==> src/sv/brra_pkg.sv <==
package brra_pkg;

   localparam int FIELD_BITS     = 16;
   localparam int COUNT_BITS_DEF = 16;
   localparam int CSR_INDEX_BITS = 1;
   localparam int CSR_DATA_BITS  = 16;

   // workload codes, the fourth code is unused
   localparam logic [1:0] FUNC_ACTOR   = 2'd0;
   localparam logic [1:0] FUNC_SECTION = 2'd1;
   localparam logic [1:0] FUNC_ENTITY  = 2'd2;

   // register indexes
   localparam logic [CSR_INDEX_BITS-1:0] REG_ACTOR_BUDGET  = 1'b0;
   localparam logic [CSR_INDEX_BITS-1:0] REG_ENTITY_BUDGET = 1'b1;

   localparam logic [FIELD_BITS-1:0] BUDGET_RESET = 16'd64;

   // divider status toward the sequencer
   typedef struct packed {
      logic busy;
      logic done;
   } div_stat_type;

endpackage

==> src/sv/brra_if.sv <==
interface brra_req_if import brra_pkg::*; ();
   logic                  valid;
   logic                  ready;
   logic [1:0]            func;
   logic [FIELD_BITS-1:0] eligible_count;
   logic [FIELD_BITS-1:0] queue_budget;

   modport source (output valid, func, eligible_count, queue_budget, input ready);
   modport sink   (input valid, func, eligible_count, queue_budget, output ready);
endinterface

interface brra_rsp_if import brra_pkg::*; ();
   logic                  valid;
   logic                  ready;
   logic [FIELD_BITS-1:0] admitted_count;
   logic [FIELD_BITS-1:0] deferred_count;
   logic [FIELD_BITS-1:0] window_ticks;
   logic [FIELD_BITS-1:0] first_index;

   modport source (output valid, admitted_count, deferred_count, window_ticks,
                   first_index, input ready);
   modport sink   (input valid, admitted_count, deferred_count, window_ticks,
                   first_index, output ready);
endinterface

==> src/sv/budgeted_round_robin_admission.sv <==
// Budgeted round-robin admission planner. Each request names a workload and its eligible
// count; the block returns admitted = min(count, budget), deferred = count - admitted,
// window = ceil(count / budget) (0 when count or budget is 0) and the first index. The
// actor and entity workloads take their budget from csr registers 0 and 1 (reset 64)
// and keep a start pointer each, reduced modulo the count and advanced with wrap; the
// section workload uses the budget carried in the request and reports first index 0.
// Workload code 3 is accepted and dropped with no response. The shared restoring divider
// runs one quotient bit per cycle, first for the pointer modulo and then for the window;
// a division that is not needed is skipped. The response sits in an output register,
// so the next request is taken while a finished response waits.
module budgeted_round_robin_admission import brra_pkg::*; #(
   parameter int COUNT_BITS = COUNT_BITS_DEF
) (
   input  logic                      clock,
   input  logic                      reset,
   brra_req_if.sink                  req_if,
   brra_rsp_if.source                rsp_if,
   input  logic                      csr_we,
   input  logic [CSR_INDEX_BITS-1:0] csr_index,
   input  logic [CSR_DATA_BITS-1:0]  csr_data
);

   localparam int W = COUNT_BITS;

   typedef enum logic [4:0] {
      ST_IDLE   = 5'b00001,
      ST_SETUP  = 5'b00010,
      ST_MOD    = 5'b00100,
      ST_WIN    = 5'b01000,
      ST_FINISH = 5'b10000
   } state_type;

   state_type state_ff, state_in;

   // configuration
   logic [FIELD_BITS-1:0] actor_budget_ff, entity_budget_ff;

   // rotating pointers, entry 0 actors and entry 1 entities
   logic [W-1:0] ptr_ff [2];
   logic [W-1:0] ptr_in [2];

   // transaction context
   logic         rotating_ff, rotating_in;
   logic         slot_ff, slot_in;
   logic [W-1:0] count_ff, count_in;
   logic [W-1:0] budget_ff, budget_in;
   logic [W-1:0] admitted_ff, admitted_in;
   logic [W-1:0] first_ff, first_in;
   logic [W-1:0] window_ff, window_in;

   // output register
   logic                  rsp_valid_ff, rsp_valid_in;
   logic [FIELD_BITS-1:0] rsp_admitted_ff, rsp_admitted_in;
   logic [FIELD_BITS-1:0] rsp_deferred_ff, rsp_deferred_in;
   logic [FIELD_BITS-1:0] rsp_window_ff, rsp_window_in;
   logic [FIELD_BITS-1:0] rsp_first_ff, rsp_first_in;

   // request decode
   logic                  req_accept;
   logic                  func_known;
   logic [31:0]           elig_wide;
   logic [FIELD_BITS-1:0] budget_field;
   logic [31:0]           budget_wide;
   logic [W-1:0]          count_new, budget_new;

   // shared divider
   logic         div_start;
   logic         use_mod;
   logic [W-1:0] div_dividend, div_divisor;
   logic [W-1:0] div_quo, div_rem;
   div_stat_type div_stat;

   logic         count_nz, budget_nz;
   logic         rsp_load;
   logic [W:0]   wrap_sum, wrap_diff;
   logic [W-1:0] wrapped;
   logic [31:0]  adm_wide, def_wide, win_wide, first_wide;

   assign req_if.ready = (state_ff == ST_IDLE);
   assign req_accept   = req_if.valid && req_if.ready;
   assign func_known   = (req_if.func == FUNC_ACTOR) || (req_if.func == FUNC_SECTION) ||
                         (req_if.func == FUNC_ENTITY);

   always_comb begin
      priority if (req_if.func == FUNC_ACTOR)  budget_field = actor_budget_ff;
      else if (req_if.func == FUNC_ENTITY)     budget_field = entity_budget_ff;
      else                                     budget_field = req_if.queue_budget;
   end

   // counts and budgets live at COUNT_BITS
   assign elig_wide   = 32'(req_if.eligible_count);
   assign budget_wide = 32'(budget_field);
   assign count_new   = elig_wide[W-1:0];
   assign budget_new  = budget_wide[W-1:0];

   assign count_nz  = (count_ff != '0);
   assign budget_nz = (budget_ff != '0);

   // pointer modulo first, then the window division
   assign use_mod      = (state_ff == ST_SETUP) && rotating_ff && count_nz;
   assign div_dividend = use_mod ? ptr_ff[slot_ff] : count_ff - W'(1);
   assign div_divisor  = use_mod ? count_ff : budget_ff;

   brra_div #(.W(W)) u_div (
      .clock     (clock),
      .reset     (reset),
      .start     (div_start),
      .dividend  (div_dividend),
      .divisor   (div_divisor),
      .quotient  (div_quo),
      .remainder (div_rem),
      .stat      (div_stat)
   );

   // first < count and admitted <= count, so one subtract wraps the sum
   assign wrap_sum  = {1'b0, first_ff} + {1'b0, admitted_ff};
   assign wrap_diff = wrap_sum - {1'b0, count_ff};
   assign wrapped   = wrap_diff[W] ? wrap_sum[W-1:0] : wrap_diff[W-1:0];

   assign adm_wide   = 32'(admitted_ff);
   assign def_wide   = 32'(count_ff - admitted_ff);
   assign win_wide   = 32'(window_ff);
   assign first_wide = 32'(first_ff);

   assign rsp_load = (state_ff == ST_FINISH) && (!rsp_valid_ff || rsp_if.ready);

   always_comb begin
      state_in        = state_ff;
      rotating_in     = rotating_ff;
      slot_in         = slot_ff;
      count_in        = count_ff;
      budget_in       = budget_ff;
      admitted_in     = admitted_ff;
      first_in        = first_ff;
      window_in       = window_ff;
      ptr_in          = ptr_ff;
      div_start       = 1'b0;
      rsp_valid_in    = rsp_valid_ff && !rsp_if.ready;
      rsp_admitted_in = rsp_admitted_ff;
      rsp_deferred_in = rsp_deferred_ff;
      rsp_window_in   = rsp_window_ff;
      rsp_first_in    = rsp_first_ff;

      unique case (state_ff)
         ST_IDLE: begin
            // unused workload code is taken and dropped
            if (req_accept && func_known) begin
               rotating_in = (req_if.func != FUNC_SECTION);
               slot_in     = (req_if.func == FUNC_ENTITY);
               count_in    = count_new;
               budget_in   = budget_new;
               admitted_in = (count_new < budget_new) ? count_new : budget_new;
               state_in    = ST_SETUP;
            end
         end
         ST_SETUP: begin
            first_in = '0;
            if (rotating_ff && count_nz) begin
               div_start = 1'b1;
               state_in  = ST_MOD;
            end else if (count_nz && budget_nz) begin
               div_start = 1'b1;
               state_in  = ST_WIN;
            end else begin
               window_in = '0;
               state_in  = ST_FINISH;
            end
         end
         ST_MOD: begin
            if (div_stat.done) begin
               first_in = div_rem;
               if (budget_nz) begin
                  div_start = 1'b1;
                  state_in  = ST_WIN;
               end else begin
                  window_in = '0;
                  state_in  = ST_FINISH;
               end
            end
         end
         ST_WIN: begin
            if (div_stat.done) begin
               window_in = div_quo + W'(1);
               state_in  = ST_FINISH;
            end
         end
         ST_FINISH: begin
            if (rsp_load) begin
               rsp_valid_in    = 1'b1;
               rsp_admitted_in = adm_wide[FIELD_BITS-1:0];
               rsp_deferred_in = def_wide[FIELD_BITS-1:0];
               rsp_window_in   = win_wide[FIELD_BITS-1:0];
               rsp_first_in    = first_wide[FIELD_BITS-1:0];
               if (rotating_ff) begin
                  ptr_in[slot_ff] = count_nz ? wrapped : '0;
               end
               state_in = ST_IDLE;
            end
         end
         default: begin
            state_in = ST_IDLE;
         end
      endcase
   end

   always_ff @(posedge clock) begin
      if (reset) begin
         state_ff         <= ST_IDLE;
         actor_budget_ff  <= BUDGET_RESET;
         entity_budget_ff <= BUDGET_RESET;
         ptr_ff[0]        <= '0;
         ptr_ff[1]        <= '0;
         rsp_valid_ff     <= 1'b0;
      end else begin
         state_ff     <= state_in;
         ptr_ff       <= ptr_in;
         rsp_valid_ff <= rsp_valid_in;
         if (csr_we) begin
            unique case (csr_index)
               REG_ACTOR_BUDGET:  actor_budget_ff  <= csr_data;
               REG_ENTITY_BUDGET: entity_budget_ff <= csr_data;
               default: ;
            endcase
         end
      end
      rotating_ff     <= rotating_in;
      slot_ff         <= slot_in;
      count_ff        <= count_in;
      budget_ff       <= budget_in;
      admitted_ff     <= admitted_in;
      first_ff        <= first_in;
      window_ff       <= window_in;
      rsp_admitted_ff <= rsp_admitted_in;
      rsp_deferred_ff <= rsp_deferred_in;
      rsp_window_ff   <= rsp_window_in;
      rsp_first_ff    <= rsp_first_in;
   end

   assign rsp_if.valid          = rsp_valid_ff;
   assign rsp_if.admitted_count = rsp_admitted_ff;
   assign rsp_if.deferred_count = rsp_deferred_ff;
   assign rsp_if.window_ticks   = rsp_window_ff;
   assign rsp_if.first_index    = rsp_first_ff;

   // a response only appears out of the finish state
   a_rsp_from_finish: assert property (@(posedge clock) disable iff (reset)
      $rose(rsp_valid_ff) |-> $past(state_ff == ST_FINISH))
      else $error("response raised outside finish");

   // the divider is never restarted while it runs
   a_div_not_busy: assert property (@(posedge clock) disable iff (reset)
      div_start |-> !div_stat.busy)
      else $error("divider restarted while busy");

   // divider results only land while the sequencer waits for them
   a_div_done_wait: assert property (@(posedge clock) disable iff (reset)
      div_stat.done |-> (state_ff == ST_MOD || state_ff == ST_WIN))
      else $error("divider finished outside a wait state");

   // the reduced pointer and the advanced pointer stay below the count
   a_first_below: assert property (@(posedge clock) disable iff (reset)
      (state_ff == ST_FINISH && rotating_ff && count_nz) |-> (first_ff < count_ff))
      else $error("first index not below count");

   a_ptr_below: assert property (@(posedge clock) disable iff (reset)
      (rsp_load && rotating_ff && count_nz) |=> (ptr_ff[$past(slot_ff)] < $past(count_ff)))
      else $error("start pointer not below count");

endmodule

==> src/sv/brra_div.sv <==
module brra_div import brra_pkg::*; #(
   parameter int W = COUNT_BITS_DEF
) (
   input  logic         clock,
   input  logic         reset,
   input  logic         start,
   input  logic [W-1:0] dividend,
   input  logic [W-1:0] divisor,
   output logic [W-1:0] quotient,
   output logic [W-1:0] remainder,
   output div_stat_type stat
);

   localparam int CW = $clog2(W + 1);

   logic          busy_ff, busy_in;
   logic          done_ff, done_in;
   logic [CW-1:0] cnt_ff, cnt_in;
   logic [W-1:0]  rem_ff, rem_in;
   logic [W-1:0]  quo_ff, quo_in;
   logic [W-1:0]  dsr_ff, dsr_in;
   logic [W:0]    trial;
   logic [W:0]    diff;

   // one restoring step per cycle, one quotient bit each
   assign trial = {rem_ff, quo_ff[W-1]};
   assign diff  = trial - {1'b0, dsr_ff};

   always_comb begin
      busy_in = busy_ff;
      done_in = 1'b0;
      cnt_in  = cnt_ff;
      rem_in  = rem_ff;
      quo_in  = quo_ff;
      dsr_in  = dsr_ff;
      if (start) begin
         busy_in = 1'b1;
         cnt_in  = CW'(W);
         rem_in  = '0;
         quo_in  = dividend;
         dsr_in  = divisor;
      end else if (busy_ff) begin
         if (!diff[W]) begin
            rem_in = diff[W-1:0];
            quo_in = {quo_ff[W-2:0], 1'b1};
         end else begin
            rem_in = trial[W-1:0];
            quo_in = {quo_ff[W-2:0], 1'b0};
         end
         cnt_in = cnt_ff - CW'(1);
         if (cnt_ff == CW'(1)) begin
            busy_in = 1'b0;
            done_in = 1'b1;
         end
      end
   end

   always_ff @(posedge clock) begin
      if (reset) begin
         busy_ff <= 1'b0;
         done_ff <= 1'b0;
         cnt_ff  <= '0;
      end else begin
         busy_ff <= busy_in;
         done_ff <= done_in;
         cnt_ff  <= cnt_in;
      end
      rem_ff <= rem_in;
      quo_ff <= quo_in;
      dsr_ff <= dsr_in;
   end

   assign quotient    = quo_ff;
   assign remainder   = rem_ff;
   assign stat.busy   = busy_ff;
   assign stat.done   = done_ff;

endmodule
==> src/flat_wrapper.sv <==
// flat-port wrapper written by rule: the top's interface ports become plain ports
module budgeted_round_robin_admission_flat import brra_pkg::*;
#(
   parameter int COUNT_BITS = COUNT_BITS_DEF
)
  (clock, reset, csr_we, csr_index, csr_data, req_if_valid, req_if_func, req_if_eligible_count, req_if_queue_budget, req_if_ready, rsp_if_valid, rsp_if_admitted_count, rsp_if_deferred_count, rsp_if_window_ticks, rsp_if_first_index, rsp_if_ready);
  brra_req_if req_if_i ();
  brra_rsp_if rsp_if_i ();
  input  logic clock;
  input  logic reset;
  input  logic csr_we;
  input  logic [CSR_INDEX_BITS-1:0] csr_index;
  input  logic [CSR_DATA_BITS-1:0] csr_data;
  input wire logic [$bits(req_if_i.valid)-1:0] req_if_valid;
  input wire logic [$bits(req_if_i.func)-1:0] req_if_func;
  input wire logic [$bits(req_if_i.eligible_count)-1:0] req_if_eligible_count;
  input wire logic [$bits(req_if_i.queue_budget)-1:0] req_if_queue_budget;
  output wire logic [$bits(req_if_i.ready)-1:0] req_if_ready;
  output wire logic [$bits(rsp_if_i.valid)-1:0] rsp_if_valid;
  output wire logic [$bits(rsp_if_i.admitted_count)-1:0] rsp_if_admitted_count;
  output wire logic [$bits(rsp_if_i.deferred_count)-1:0] rsp_if_deferred_count;
  output wire logic [$bits(rsp_if_i.window_ticks)-1:0] rsp_if_window_ticks;
  output wire logic [$bits(rsp_if_i.first_index)-1:0] rsp_if_first_index;
  input wire logic [$bits(rsp_if_i.ready)-1:0] rsp_if_ready;
  assign req_if_i.valid = req_if_valid;
  assign req_if_i.func = req_if_func;
  assign req_if_i.eligible_count = req_if_eligible_count;
  assign req_if_i.queue_budget = req_if_queue_budget;
  assign req_if_ready = req_if_i.ready;
  assign rsp_if_valid = rsp_if_i.valid;
  assign rsp_if_admitted_count = rsp_if_i.admitted_count;
  assign rsp_if_deferred_count = rsp_if_i.deferred_count;
  assign rsp_if_window_ticks = rsp_if_i.window_ticks;
  assign rsp_if_first_index = rsp_if_i.first_index;
  assign rsp_if_i.ready = rsp_if_ready;
  budgeted_round_robin_admission #(.COUNT_BITS(COUNT_BITS)) u_core (.clock(clock), .reset(reset), .req_if(req_if_i), .rsp_if(rsp_if_i), .csr_we(csr_we), .csr_index(csr_index), .csr_data(csr_data));
endmodule
==> config.mk <==
export PLATFORM = sky130hd
export DESIGN_NAME = budgeted_round_robin_admission_flat
export DESIGN_NICKNAME = d
export VERILOG_FILES = /design/src/sv/brra_pkg.sv /design/src/sv/brra_if.sv /design/src/sv/budgeted_round_robin_admission.sv /design/src/sv/brra_div.sv /design/src/flat_wrapper.sv
export SDC_FILE = /design/constraint.sdc
export NUM_CORES = 1
export LEC_CHECK = 0
export BUFFER_PORTS_ARGS = -buffer_cell sky130_fd_sc_hd__buf_2
export CAP_MARGIN = 20
export CORE_ASPECT_RATIO = 1.5
export CORE_UTILIZATION = 55
export CTS_BUF_LIST = sky130_fd_sc_hd__clkbuf_16
export CTS_CLUSTER_DIAMETER = 150
export CTS_CLUSTER_SIZE = 20
export DETAILED_ROUTE_END_ITERATION = 10
export PLACE_DENSITY = 0.77
export SKIP_CTS_REPAIR_TIMING = 1
export SLEW_MARGIN = 20
export SYNTH_ARGS = -nofsm -noshare
export SYNTH_HDL_FRONTEND = slang
export SYNTH_SLANG_ARGS = --single-unit
==> constraint.sdc <==
create_clock -name clock -period 5.9 [get_ports clock]
set_clock_uncertainty 0.05 [all_clocks]
set_input_delay 1.475 -clock clock [delete_from_list [all_inputs] [get_ports clock]]
set_output_delay 1.475 -clock clock [all_outputs]
set_load 0.1 [all_outputs]
==> results.md <==
- Synthesized area per cell: 10.1 sq um
- Endpoints failing hold: 0
- Synth area leaders: edfxtp_1, dfxtp_1, ha_1, nand2_1, o21ai_0
- Setup TNS: 0 ps
- Num CTS Buffers: 17
- Synth cell count leaders: nand2_1, edfxtp_1, o21ai_0
- Post-Syn Instances: 1433
- Final period util: 86.2%
- Cell area after synthesis: 14400 sq um
- First-pass GRT wire length: 57400 microns
- Clock buffer depth: 3
- Worst EP required: 6250 ps
- Nets: 1677
- Fin crit period: 5090 ps
- CP Class: reg -> reg
- Die W: 134 microns
- Initial Util: 55.9%
- TritonCTS clock tree: yes
- Design area: 15900 sq um
- Status: completed
- Initial antenna violation count: 2
- DP Wirelength: 27900 microns
- VDD IR max: 0.210 mV
- Yosys cell types: 71
- ANT nets after route: 0
- Fill cells: 2136
- Largest net degree at the start of global routing: 65
- I/O pin cnt: 122
- DP Area: 15400 sq um
- Router iterations before antenna repair: 6
- LEAKAGE: 0.00630 uW
- Remaining global-route overflow: 0
- EDFF count, synth: 178
- Post-Syn Nets: 1575
- Cell taking the most area after synthesis: edfxtp_1
- Via density per instance: 6.05
- Slew Limit Fails: 0
- CP endpoint kind: register
- Max frequency: 0.197 GHz
- Sequential cell area fraction in the yosys report: 50.0%
- Post-layout util: 61.7%
- Min-delay worst type: reg -> reg
- Worst-skew pair later-pin latency: 510 ps
- Top_reg_cell synth: edfxtp_1
- Tot Pwr: 4900 uW
- Most common cell in the synthesized netlist: nand2_1
- Max Fanout on Critical Path: 10
- RSZ-0062 raised after global routing: no
- Hold slack: 374 ps
- Post-synth top area share: 37.1%
- Slew @ Worst Pin: 1080 ps
- Fraction of layout cells with a size suffix above 1: 12.7%
- YS warnings: 0
- Clock input transition at the sequential cells of the worst setup and hold paths: 100 ps
- Die Y-Extent: 200 microns
- CTS Root Buffer Type: clkbuf_16
- Via count: 11.4k
- Power density over the cells: 308 nW/um^2
- RD Place Congestion: 0.985
- WL/cell: 19.7 microns
- # DRC: 0
- Final setup viols: 0
- Worst relative slew slack: 27.7%
- Startpoint type of the worst setup path: register
- H-tree depth: 1
- FP Rows: 72
- Die Area: 26900 sq um
- Iteration-0 DRC count of the detailed router: 1118
- WP data arrival: 5440 ps
- MaxCap Viol Count: 0
- Routed wire length: 37000 microns
- IO buf count: 121
- Vias in the first global route: 11.0k
- Clock sink count: 271
- Area Overhead vs Synth: 10.3%
- Flop and latch count out of synthesis: 271
- Overall routing resource usage: 27.5%
- Asr flop ratio synth: 0%
- Core region area: 25800 sq um
==> state kept, by name (all words and copies together), names as in the netlist, 5 cells and up <==
register	flops
u_core.actor_budget_ff	16
u_core.rsp_if.first_index	16
u_core.u_div.remainder	16
u_core.entity_budget_ff	16
u_core.admitted_ff	16
u_core.rsp_if.deferred_count	16
u_core.rsp_if.window_ticks	16
u_core.count_ff	16
u_core.ptr_ff	32
u_core.first_ff	16
u_core.window_ff	16
u_core.budget_ff	16
u_core.u_div.dsr_ff	16
u_core.u_div.quotient	16
u_core.rsp_if.admitted_count	16
u_core.state_ff	5
u_core.u_div.cnt_ff	5
==> power breakdown <==
part           total, uW  internal [uW]  switching, uW
clock               1160            531            628
combinational       1490            610            875
sequential          2250           2140            113
total               4900           3280           1620
==> path summary, 6_finish.rpt <==
check | end | cells after the start | slack, ps | startpoint
setup / recovery | u_core.ptr_ff[2] | 17 | 810 | u_core.first_ff[6]
hold / removal | u_core.rsp_if.window_ticks[15] | 0 | 370 | u_core.window_ff[15]
setup reg to reg | u_core.ptr_ff[2] | 17 | 810 | u_core.first_ff[6]
hold reg to reg | u_core.rsp_if.window_ticks[15] | 0 | 370 | u_core.window_ff[15]
==> critical path: stages, from the launching register on <==
cell and delay (ps):
edfxtp_1 400, ha_1 390, a211oi_1 250, o21bai_1 100
a21o_1 210, a2111oi_0 540, a21oi_1 210, xnor2_1 200
ha_1 250, or2_1 260, or4_1 410, o31ai_1 80
a31oi_1 120, a221oi_4 350, xnor2_2 250, buf_4 310
mux2_1 370, a22o_1 230
==> area by class of cell <==
cell class	instances	area (sq um)	area share (%)
Antenna cell	2	5.00	0.0315
Clock inverter	12	52.6	0.331
Inverter	86	323	2.03
Clock buffer	17	425	2.68
Sequential cell	271	7210	45.3
Timing Repair Buffer	137	733	4.61
Tap cell	333	417	2.62
Multi-Input combinational cell	1022	6730	42.3
==> cells by family after synthesis <==
| kind of cell | share of synthesized area [%] |
|---|---|
| XOR/XNOR | 4.06 |
| flip-flops | 50.0 |
| multiplexers | 4.77 |
| adder cells (fa/ha/maj) | 7.67 |
| AND/OR/NAND/NOR | 14.7 |
| AO/OA/AOI/OAI | 15.1 |
| buffers and inverters | 3.69 |
==> cells in the final DEF, fill, tap and decap left out, types with 6 or more instances in the layout <==
cell,instances
nand2_1,185
edfxtp_1,178
buf_2,121
o21ai_0,103
inv_1,97
dfxtp_1,93
a21oi_1,87
ha_1,82
nor2_1,75
xnor2_1,48
mux2i_1,44
o21ai_1,38
nand3_1,30
nor3_1,25
and2_1,20
nor2b_1,19
o21a_1,19
nand2b_1,17
xor2_1,17
a31oi_1,17
clkbuf_16,17
mux2_2,16
buf_4,15
nand4_1,13
and3_1,13
or3_1,11
o31a_1,10
a21o_1,10
nor4_1,8
a211oi_1,8
o211ai_1,7
a22o_1,7
o31ai_1,6
mux2_1,6
==> stage by stage <==
stage | cells | worst slack [ps]
after floorplan | 1433 | 300
after global placement | 1848 | 958
after detailed placement | 1848 | 899
after CTS | 1877 | 884
after global routing | 1880 | 528
final | 1880 | 812
==> routing by layer <==
layer,global-route usage (%),share of wire [%]
met1,31.6,38
met3,2.53,5.0
met4,13.2,4.7
met2,50.6,52
met5,0,0
Note: power is estimated with default switching activity, not from simulation.
